`src/sv/ils_pkg.sv`:
```
package ils_pkg;

  typedef enum logic [2:0] {
    OP_APPEND = 3'd0,
    OP_INSERT = 3'd1,
    OP_REMOVE = 3'd2,
    OP_GET    = 3'd3,
    OP_CLEAR  = 3'd4
  } opcode_e;

  localparam logic [1:0] ST_DONE  = 2'd0;
  localparam logic [1:0] ST_RANGE = 2'd1;
  localparam logic [1:0] ST_FULL  = 2'd2;

  localparam int unsigned OpBits    = 3;
  localparam int unsigned PosBits   = 7;
  localparam int unsigned ValueBits = 32;
  localparam int unsigned CountBits = 7;

endpackage

```
`src/sv/indexed_list_store.sv`:
```
// Ordered list of up to DEPTH words kept in a single-port-read, single-port-write
// memory, with an element count. A command is transferred when start is high
// and busy is low; every command gives exactly one result, shown for one cycle
// with result_valid_o high, and the receiver cannot stall it. Append, clear,
// unused opcodes and every refused command give their result in the cycle after
// the transfer and leave busy low, so a new command may follow at once. Get,
// insert and remove hold busy high while they run: get reads one entry, and
// insert and remove each move the later entries one place through the memory,
// one entry per cycle, behind the memory's registered read; an insert at the
// end of the list moves no entries.
// A negative index for remove and get counts back from the end of the list.
module indexed_list_store #(
  parameter int unsigned DEPTH     = 64,
  parameter int unsigned WORD_BITS = 32
) (
  input  logic                                 clk_i,
  input  logic                                 rst_ni,
  input  logic                                 start,
  output logic                                 busy,
  input  logic [ils_pkg::OpBits-1:0]           opcode_i,
  input  logic signed [ils_pkg::PosBits-1:0]   position_i,
  input  logic [ils_pkg::ValueBits-1:0]        item_value_i,
  output logic                                 result_valid_o,
  output logic [ils_pkg::ValueBits-1:0]        read_value_o,
  output logic [1:0]                           status_o,
  output logic [ils_pkg::CountBits-1:0]        held_count_o
);

  localparam int unsigned AW    = (DEPTH > 1) ? $clog2(DEPTH) : 1;
  localparam int unsigned CNT_W = $clog2(DEPTH + 1);
  localparam int unsigned IW    =
      ((CNT_W > ils_pkg::PosBits) ? CNT_W : ils_pkg::PosBits) + 2;
  localparam int unsigned RB    =
      (WORD_BITS > ils_pkg::ValueBits) ? WORD_BITS : ils_pkg::ValueBits;
  localparam int unsigned HB    =
      (CNT_W > ils_pkg::CountBits) ? CNT_W : ils_pkg::CountBits;

  localparam logic S_IDLE = 1'b0;
  localparam logic S_RUN  = 1'b1;

  logic [WORD_BITS-1:0] mem [DEPTH];

  logic                 state_q, state_d;
  logic [CNT_W-1:0]     count_q, count_d;
  logic                 issue_q, issue_d;
  logic                 rv_q, rv_d;
  logic                 res_valid_q, res_valid_d;

  ils_pkg::opcode_e     op_q, op_d;
  logic [AW-1:0]        slot_q, slot_d;
  logic [AW-1:0]        ptr_q, ptr_d;
  logic [AW-1:0]        last_q, last_d;
  logic [AW-1:0]        raddr_q;
  logic [WORD_BITS-1:0] word_q, word_d;
  logic [WORD_BITS-1:0] rdata_q;
  logic [WORD_BITS-1:0] res_word_q, res_word_d;
  logic [1:0]           res_status_q, res_status_d;

  logic                 accept;
  logic                 full;
  logic                 finish;
  logic                 capture;
  logic                 shift_wr;
  logic                 re;
  logic                 we;
  logic [AW-1:0]        waddr;
  logic [WORD_BITS-1:0] wdata;
  logic [WORD_BITS-1:0] word_in;
  logic [AW-1:0]        cnt_m1;

  logic signed [IW-1:0] pos_s;
  logic signed [IW-1:0] cnt_s;
  logic signed [IW-1:0] idx_s;
  logic                 ins_ok;
  logic                 rg_ok;

  logic [RB-1:0]        res_wide;
  logic [HB-1:0]        cnt_wide;

  assign accept  = start && (state_q == S_IDLE);
  assign busy    = (state_q != S_IDLE);
  assign full    = (count_q >= CNT_W'(DEPTH));
  assign word_in = WORD_BITS'(item_value_i);
  assign cnt_m1  = AW'(count_q - CNT_W'(1));

  // Index checks are done in a signed width that holds both the position and
  // the count, so a position from the end can be resolved with one add.
  assign pos_s  = {{(IW - ils_pkg::PosBits){position_i[ils_pkg::PosBits-1]}}, position_i};
  assign cnt_s  = signed'(IW'(count_q));
  assign idx_s  = pos_s[IW-1] ? (pos_s + cnt_s) : pos_s;
  assign ins_ok = !pos_s[IW-1] && (pos_s <= cnt_s);
  assign rg_ok  = !idx_s[IW-1] && (idx_s < cnt_s);

  assign finish   = (state_q == S_RUN) && !issue_q && !rv_q;
  assign capture  = rv_q && (op_q != ils_pkg::OP_INSERT) && (raddr_q == slot_q);
  assign shift_wr = rv_q && ((op_q == ils_pkg::OP_INSERT) ||
                             ((op_q == ils_pkg::OP_REMOVE) && (raddr_q != slot_q)));
  assign re       = (state_q == S_RUN) && issue_q;

  always_comb begin
    state_d      = state_q;
    count_d      = count_q;
    issue_d      = issue_q;
    ptr_d        = ptr_q;
    last_d       = last_q;
    op_d         = op_q;
    slot_d       = slot_q;
    word_d       = word_q;
    res_valid_d  = 1'b0;
    res_word_d   = res_word_q;
    res_status_d = res_status_q;
    we           = 1'b0;
    waddr        = slot_q;
    wdata        = word_q;

    if (accept) begin
      op_d         = ils_pkg::opcode_e'(opcode_i);
      word_d       = word_in;
      res_word_d   = '0;
      res_status_d = ils_pkg::ST_DONE;
      case (opcode_i)
        ils_pkg::OP_APPEND: begin
          res_valid_d = 1'b1;
          if (full) begin
            res_status_d = ils_pkg::ST_FULL;
          end else begin
            we      = 1'b1;
            waddr   = count_q[AW-1:0];
            wdata   = word_in;
            count_d = count_q + CNT_W'(1);
          end
        end
        ils_pkg::OP_INSERT: begin
          if (!ins_ok) begin
            res_valid_d  = 1'b1;
            res_status_d = ils_pkg::ST_RANGE;
          end else if (full) begin
            res_valid_d  = 1'b1;
            res_status_d = ils_pkg::ST_FULL;
          end else begin
            state_d = S_RUN;
            slot_d  = pos_s[AW-1:0];
            issue_d = (CNT_W'(pos_s[AW-1:0]) != count_q);
            ptr_d   = cnt_m1;
            last_d  = pos_s[AW-1:0];
          end
        end
        ils_pkg::OP_REMOVE, ils_pkg::OP_GET: begin
          if (!rg_ok) begin
            res_valid_d  = 1'b1;
            res_status_d = ils_pkg::ST_RANGE;
          end else begin
            state_d = S_RUN;
            slot_d  = idx_s[AW-1:0];
            issue_d = 1'b1;
            ptr_d   = idx_s[AW-1:0];
            last_d  = (opcode_i == ils_pkg::OP_GET) ? idx_s[AW-1:0] : cnt_m1;
          end
        end
        ils_pkg::OP_CLEAR: begin
          res_valid_d = 1'b1;
          count_d     = '0;
        end
        default: begin
          res_valid_d = 1'b1;
        end
      endcase
    end else if (state_q == S_RUN) begin
      if (issue_q) begin
        if (ptr_q == last_q) begin
          issue_d = 1'b0;
        end else if (op_q == ils_pkg::OP_INSERT) begin
          ptr_d = ptr_q - AW'(1);
        end else begin
          ptr_d = ptr_q + AW'(1);
        end
      end
      if (capture) begin
        res_word_d = rdata_q;
      end
      if (shift_wr) begin
        we    = 1'b1;
        waddr = (op_q == ils_pkg::OP_INSERT) ? (raddr_q + AW'(1)) : (raddr_q - AW'(1));
        wdata = rdata_q;
      end else if (finish && (op_q == ils_pkg::OP_INSERT)) begin
        we    = 1'b1;
        waddr = slot_q;
        wdata = word_q;
      end
      if (finish) begin
        state_d     = S_IDLE;
        res_valid_d = 1'b1;
        if (op_q == ils_pkg::OP_INSERT) begin
          count_d = count_q + CNT_W'(1);
        end else if (op_q == ils_pkg::OP_REMOVE) begin
          count_d = count_q - CNT_W'(1);
        end
      end
    end
  end

  assign rv_d = re;

  always_ff @(posedge clk_i or negedge rst_ni) begin
    if (!rst_ni) begin
      state_q     <= S_IDLE;
      count_q     <= '0;
      issue_q     <= 1'b0;
      rv_q        <= 1'b0;
      res_valid_q <= 1'b0;
    end else begin
      state_q     <= state_d;
      count_q     <= count_d;
      issue_q     <= issue_d;
      rv_q        <= rv_d;
      res_valid_q <= res_valid_d;
    end
  end

  always_ff @(posedge clk_i) begin
    op_q         <= op_d;
    slot_q       <= slot_d;
    ptr_q        <= ptr_d;
    last_q       <= last_d;
    word_q       <= word_d;
    res_word_q   <= res_word_d;
    res_status_q <= res_status_d;
  end

  // Element memory: one write and one registered read per cycle. Shifts move
  // away from the read pointer, so a read never meets a pending write.
  always_ff @(posedge clk_i) begin
    if (we) begin
      mem[waddr] <= wdata;
    end
    if (re) begin
      rdata_q <= mem[ptr_q];
      raddr_q <= ptr_q;
    end
  end

  assign res_wide       = RB'(res_word_q);
  assign cnt_wide       = HB'(count_q);
  assign result_valid_o = res_valid_q;
  assign read_value_o   = res_wide[ils_pkg::ValueBits-1:0];
  assign status_o       = res_status_q;
  assign held_count_o   = cnt_wide[ils_pkg::CountBits-1:0];

`ifndef SYNTHESIS
  a_quick_result: assert property (@(posedge clk_i) disable iff (!rst_ni)
    accept |=> (result_valid_o || busy))
    else $error("command transfer gave neither a result nor a sweep");

  a_busy_ends_with_result: assert property (@(posedge clk_i) disable iff (!rst_ni)
    $fell(busy) |-> result_valid_o)
    else $error("sweep ended without a result");

  a_count_bound: assert property (@(posedge clk_i) disable iff (!rst_ni)
    count_q <= CNT_W'(DEPTH))
    else $error("element count above capacity");

  a_status_code: assert property (@(posedge clk_i) disable iff (!rst_ni)
    result_valid_o |-> (status_o == ils_pkg::ST_DONE || status_o == ils_pkg::ST_RANGE ||
                        status_o == ils_pkg::ST_FULL))
    else $error("undefined status code");
`endif

endmodule
```
`config.mk`:
```
export PLATFORM = sky130hd
export DESIGN_NAME = indexed_list_store
export DESIGN_NICKNAME = d
export VERILOG_FILES = /design/src/sv/ils_pkg.sv /design/src/sv/indexed_list_store.sv
export SDC_FILE = /design/constraint.sdc
export NUM_CORES = 2
export LEC_CHECK = 0
export BUFFER_PORTS_ARGS = -buffer_cell sky130_fd_sc_hd__buf_2
export CORE_ASPECT_RATIO = 1.5
export CORE_MARGIN = 5
export CORE_UTILIZATION = 55
export CTS_BUF_LIST = sky130_fd_sc_hd__clkbuf_8 sky130_fd_sc_hd__clkbuf_16
export CTS_CLUSTER_SIZE = 25
export DETAILED_ROUTE_END_ITERATION = 7
export PLACE_DENSITY = 0.71
export REMOVE_ABC_BUFFERS = 1
export SLEW_MARGIN = 15
export SYNTH_ARGS = -nofsm -noshare
export SYNTH_HDL_FRONTEND = slang
export SYNTH_SLANG_ARGS = --single-unit
```
`constraint.sdc`:
```
create_clock -name clk_i -period 6.49 [get_ports clk_i]
set_clock_uncertainty 0.15 [all_clocks]
set_input_delay 0.9735 -clock clk_i [delete_from_list [all_inputs] [get_ports clk_i]]
set_output_delay 0.9735 -clock clk_i [all_outputs]
set_load 0.05 [all_outputs]
```
==> flow_metrics.py <==
metrics = {
    "power_and_ir_drop": {
        "cellPowerDensity_mw_per_mm2": 345,
        "pwr-share-clk_pct": 34.1,
        "totalPowerFinal_w": 0.0327,
        "swShare_pct": 25.2,
        "p_int_w": 0.0245,
        "p_seq_share_pct": 50.1,
        "p_sw_w": 0.00824,
        "power.leakage_nw": 29.7,
        "combPwrFrac_pct": 15.7,
        "peakVddDrop_mv": 0.258,
    },
    "placement": {
        "hpwl_mm": 109,
        "gp_congestion": 0.860,
        "dp_cells": 5807,
        "pre_cts_ws_ns": 1.05,
        "portBuffers": 87,
    },
    "detailed_routing": {
        "detail_route.vias_per_cell": 6.30,
        "drt-pass1-iter-count": 6,
        "wl_mm": 185,
        "via_count": 38800,
        "wire_per_inst_um": 30.1,
        "drtIter0Drc": 4085,
        "ant_nets": 0,
        "drcViolationCount": 0,
    },
    "synthesis": {
        "ys_types": 59,
        "synthArstFlopShare_pct": 0.504,
        "synth-seq-area-share_pct": 77.3,
        "syn_avg_cell_area_um2": 22.7,
        "synth_area_mm2": 0.0844,
        "ys_warn_count": 0,
        "syn_inst": 3722,
        "ys_seq_elements": 2184,
        "synth_edf_count": 2141,
        "synth_ff_type": "edfxtp_1",
    },
    "sta": {
        "setup_violations": 0,
        "relSlewSlack_pct": 23.0,
        "max_freq_ghz": 0.203,
        "finalHoldViolations": 0,
        "finalWorstSetupSlack_ns": 1.55,
        "fin_crit_sh_pct": 76.1,
        "min_period_ns": 4.94,
        "slew_viol_final": 0,
        "grt_setup_unrepaired": "no",
        "finalSetupTns_ns": 0,
        "worst_slew_pin_slew_ns": 1.15,
    },
    "hold_path": {
        "hold_start": "item_value_i[29]",
        "whs_path_depth": 1,
        "hp-class": "primary input to flop",
        "holdPathEnd": "word_q[29]$_DFFE_PP_",
    },
    "setup_path": {
        "crit_path_start_kind": "flop",
        "worst_r2r_path_depth": 15,
        "required_ns": 6.83,
        "cp_slowest_stage_delay_ns": 0.58,
        "criticalPathCategory": "flop to flop",
        "ff2ff_setup_slack_ns": 1.55,
        "critPathMaxFanout": 13,
        "worstSetupEndpointType": "flop",
        "cp-startpoint": "held_count_o[4]$_DFFE_PN0P_",
        "rr_startpoint": "held_count_o[4]$_DFFE_PN0P_",
        "r2r_end": "ptr_q[2]$_DFFE_PP_",
        "path_cells": "inv_1 -> ha_1 -> nor2_1 -> a211oi_1 -> nand2_1 -> xor2_1 -> a21oi_1 -> ha_1 -> nand2_1 -> nor2_1 -> a221oi_1 -> o22ai_1 -> nor3_1 -> o211a_1 -> a21o_1",
        "arrival_ns": 5.27,
        "cp_slowest_cell": "o211a_1",
    },
    "final_layout": {
        "fin_nets": 4025,
        "fill_cells": 10100,
        "final_cell_mix": "2141 x edfxtp_1, 640 x mux4_2, 197 x nand2_1",
        "syn2layout_area_growth_pct": 12.3,
        "drive_gt1_share_pct": 30.2,
        "fin_cells": 6148,
        "mostFrequentLayoutCell": "edfxtp_1",
    },
    "clock_network": {
        "cts_num_sinks": 2184,
        "root_buffer": "clkbuf_16",
        "tritoncts": "done",
        "post-cts-setup-buffer-count": 0,
        "clk_path_buf_depth": 3,
        "insertion_delay_ns": 0.82,
        "htreeDepth": 4,
        "clk_pin_slew_worst_paths_ns": 0.06,
        "cts_buffers": 184,
    },
    "run": {
        "drv_cap": 0,
    },
    "floorplanning": {
        "start_util_pct": 55.1,
        "io_pins": 88,
        "dieArea_mm2": 0.162,
        "core_area_mm2": 0.153,
        "die_h_um": 490,
        "die_width_um": 330,
        "placementRows": 176,
    },
    "status": {
        "status": "completed",
    },
    "global_route": {
        "antenna_found_initial": 3,
        "grt.overflow.total": 0,
        "grt_pass1_vias": 40100,
        "grt_start_max_net_pins": 115,
        "grt_pass1_wl_mm": 271,
        "grt.total_usage_pct": 23.2,
    },
}
[critical path, delay by kind of cell (launching register included)]
kind / cells / cell delay (ns)
xor gates and xnor gates: 1 / 0.16
DFF: 1 / 0.52
AOI/OAI and AO/OA: 6 / 2.05
buffers and inverters: 1 / 0.26
adders and majority gates: 2 / 0.77
and+or+nand+nor: 5 / 0.69
[power by group through the flow]
| stage | Combinational, W | Sequential [W] | Clock [W] |
|---|---|---|---|
| 2_1_floorplan | 0.00482 | 0.0173 | 0 |
| 3_3_place_gp | 0.00511 | 0.0167 | 0 |
| 3_5_place_dp | 0.00517 | 0.0167 | 0 |
| 4_1_cts | 0.00519 | 0.0164 | 0.0114 |
| 5_1_grt | 0.00549 | 0.0164 | 0.0120 |
| 6_report | 0.00515 | 0.0164 | 0.0112 |
[layer usage]
layer	GRT usage, %	part of all wire [%]	vias to the layer above
met2	40.1	53	1556
li1	-	-	16200
met1	30.0	37	20700
met5	0	0.017	-
met4	8.29	3.6	4
met3	3.99	6.6	341
[area by class of cell]
class	count	area (µm²)	area share, %
antenna	1	2.50	0.00264
tap	2047	2560	2.70
sequential	2184	65200	68.8
clock inverter	146	1420	1.50
multi-input combinational	1319	18900	19.9
clock buffer	193	4770	5.04
timing repair buffer	236	1880	1.99
inverter	22	83.8	0.0884
[timing repair]
item,CTS,global route
hold buffers,1,0
resized for setup,0,0
hold endpoints to repair,11,0
setup endpoints to repair,0,0
[worst max-delay path by stage]
stage / endpoint / slack (ns) / depth (start not counted)
CTS: ptr_q[2]$_DFFE_PP_ / 1.54 / 15
floorplan: raddr_q[0]$_DFFE_PP_ / -15.91 / 0
finish: ptr_q[2]$_DFFE_PP_ / 1.55 / 15
detailed placement: ptr_q[4]$_DFFE_PP_ / 1.05 / 16
global placement: ptr_q[0]$_DFFE_PP_ / 1.07 / 16
global route: ptr_q[0]$_DFFE_PP_ / 1.21 / 15
[state kept, by name, indices dropped and copies added, names as in the netlist, 2 cells and up]
signal / flops
rdata_q: 32
word_q: 32
read_value_o: 32
ptr_q: 6
op_q: 3
held_count_o: 7
status_o: 2
raddr_q: 6
last_q: 6
slot_q: 6
mem: 2048
[metrics by stage]
step | util, % | instance area [µm²] | hold slack [ns]
after floorplan | - | 83600 | 0.348
after global placement | 57.9 | 88600 | 0.288
after detailed placement | 57.9 | 88600 | 0.295
after CTS | 61.9 | 94800 | 0.128
after global routing | 61.9 | 94800 | 0.153
final | 61.9 | 94800 | 0.203
[cells in the mapped netlist (all sizes together) (5+ instances only)]
| library cell | count | area, µm² |
|---|---|---|
| nor3 | 9 | 45.0 |
| xor2 | 9 | 78.8 |
| a22oi | 97 | 728 |
| dfxtp | 32 | 641 |
| dfrtp | 11 | 275 |
| nor2b | 8 | 50.1 |
| nand2 | 200 | 751 |
| a21o | 5 | 37.5 |
| buf | 68 | 290 |
| nand3 | 18 | 90.1 |
| nor2 | 108 | 408 |
| inv | 22 | 82.6 |
| a21oi | 59 | 310 |
| ha | 30 | 375 |
| edfxtp | 2141 | 64300 |
| mux4 | 640 | 14400 |
| clkbuf | 129 | 484 |
| o211ai | 7 | 52.6 |
| nand4 | 5 | 31.3 |
| xnor2 | 22 | 193 |
| o21ai | 33 | 165 |
| and2 | 5 | 31.3 |
[cells by family (layout without fill, tap and decap cells)]
group	after synthesis	in the layout	synth area share (%)
adders and majority gates	33	33	0.516
xor gates and xnor gates	31	31	0.322
and+or+nand+nor	376	376	1.86
buffers and inverters	219	597	1.02
other	0	1	0
DFF	2184	2184	77.3
muxes	646	646	17.2
AOI/OAI and AO/OA	233	233	1.86
(Power assumes the default switching activity.)
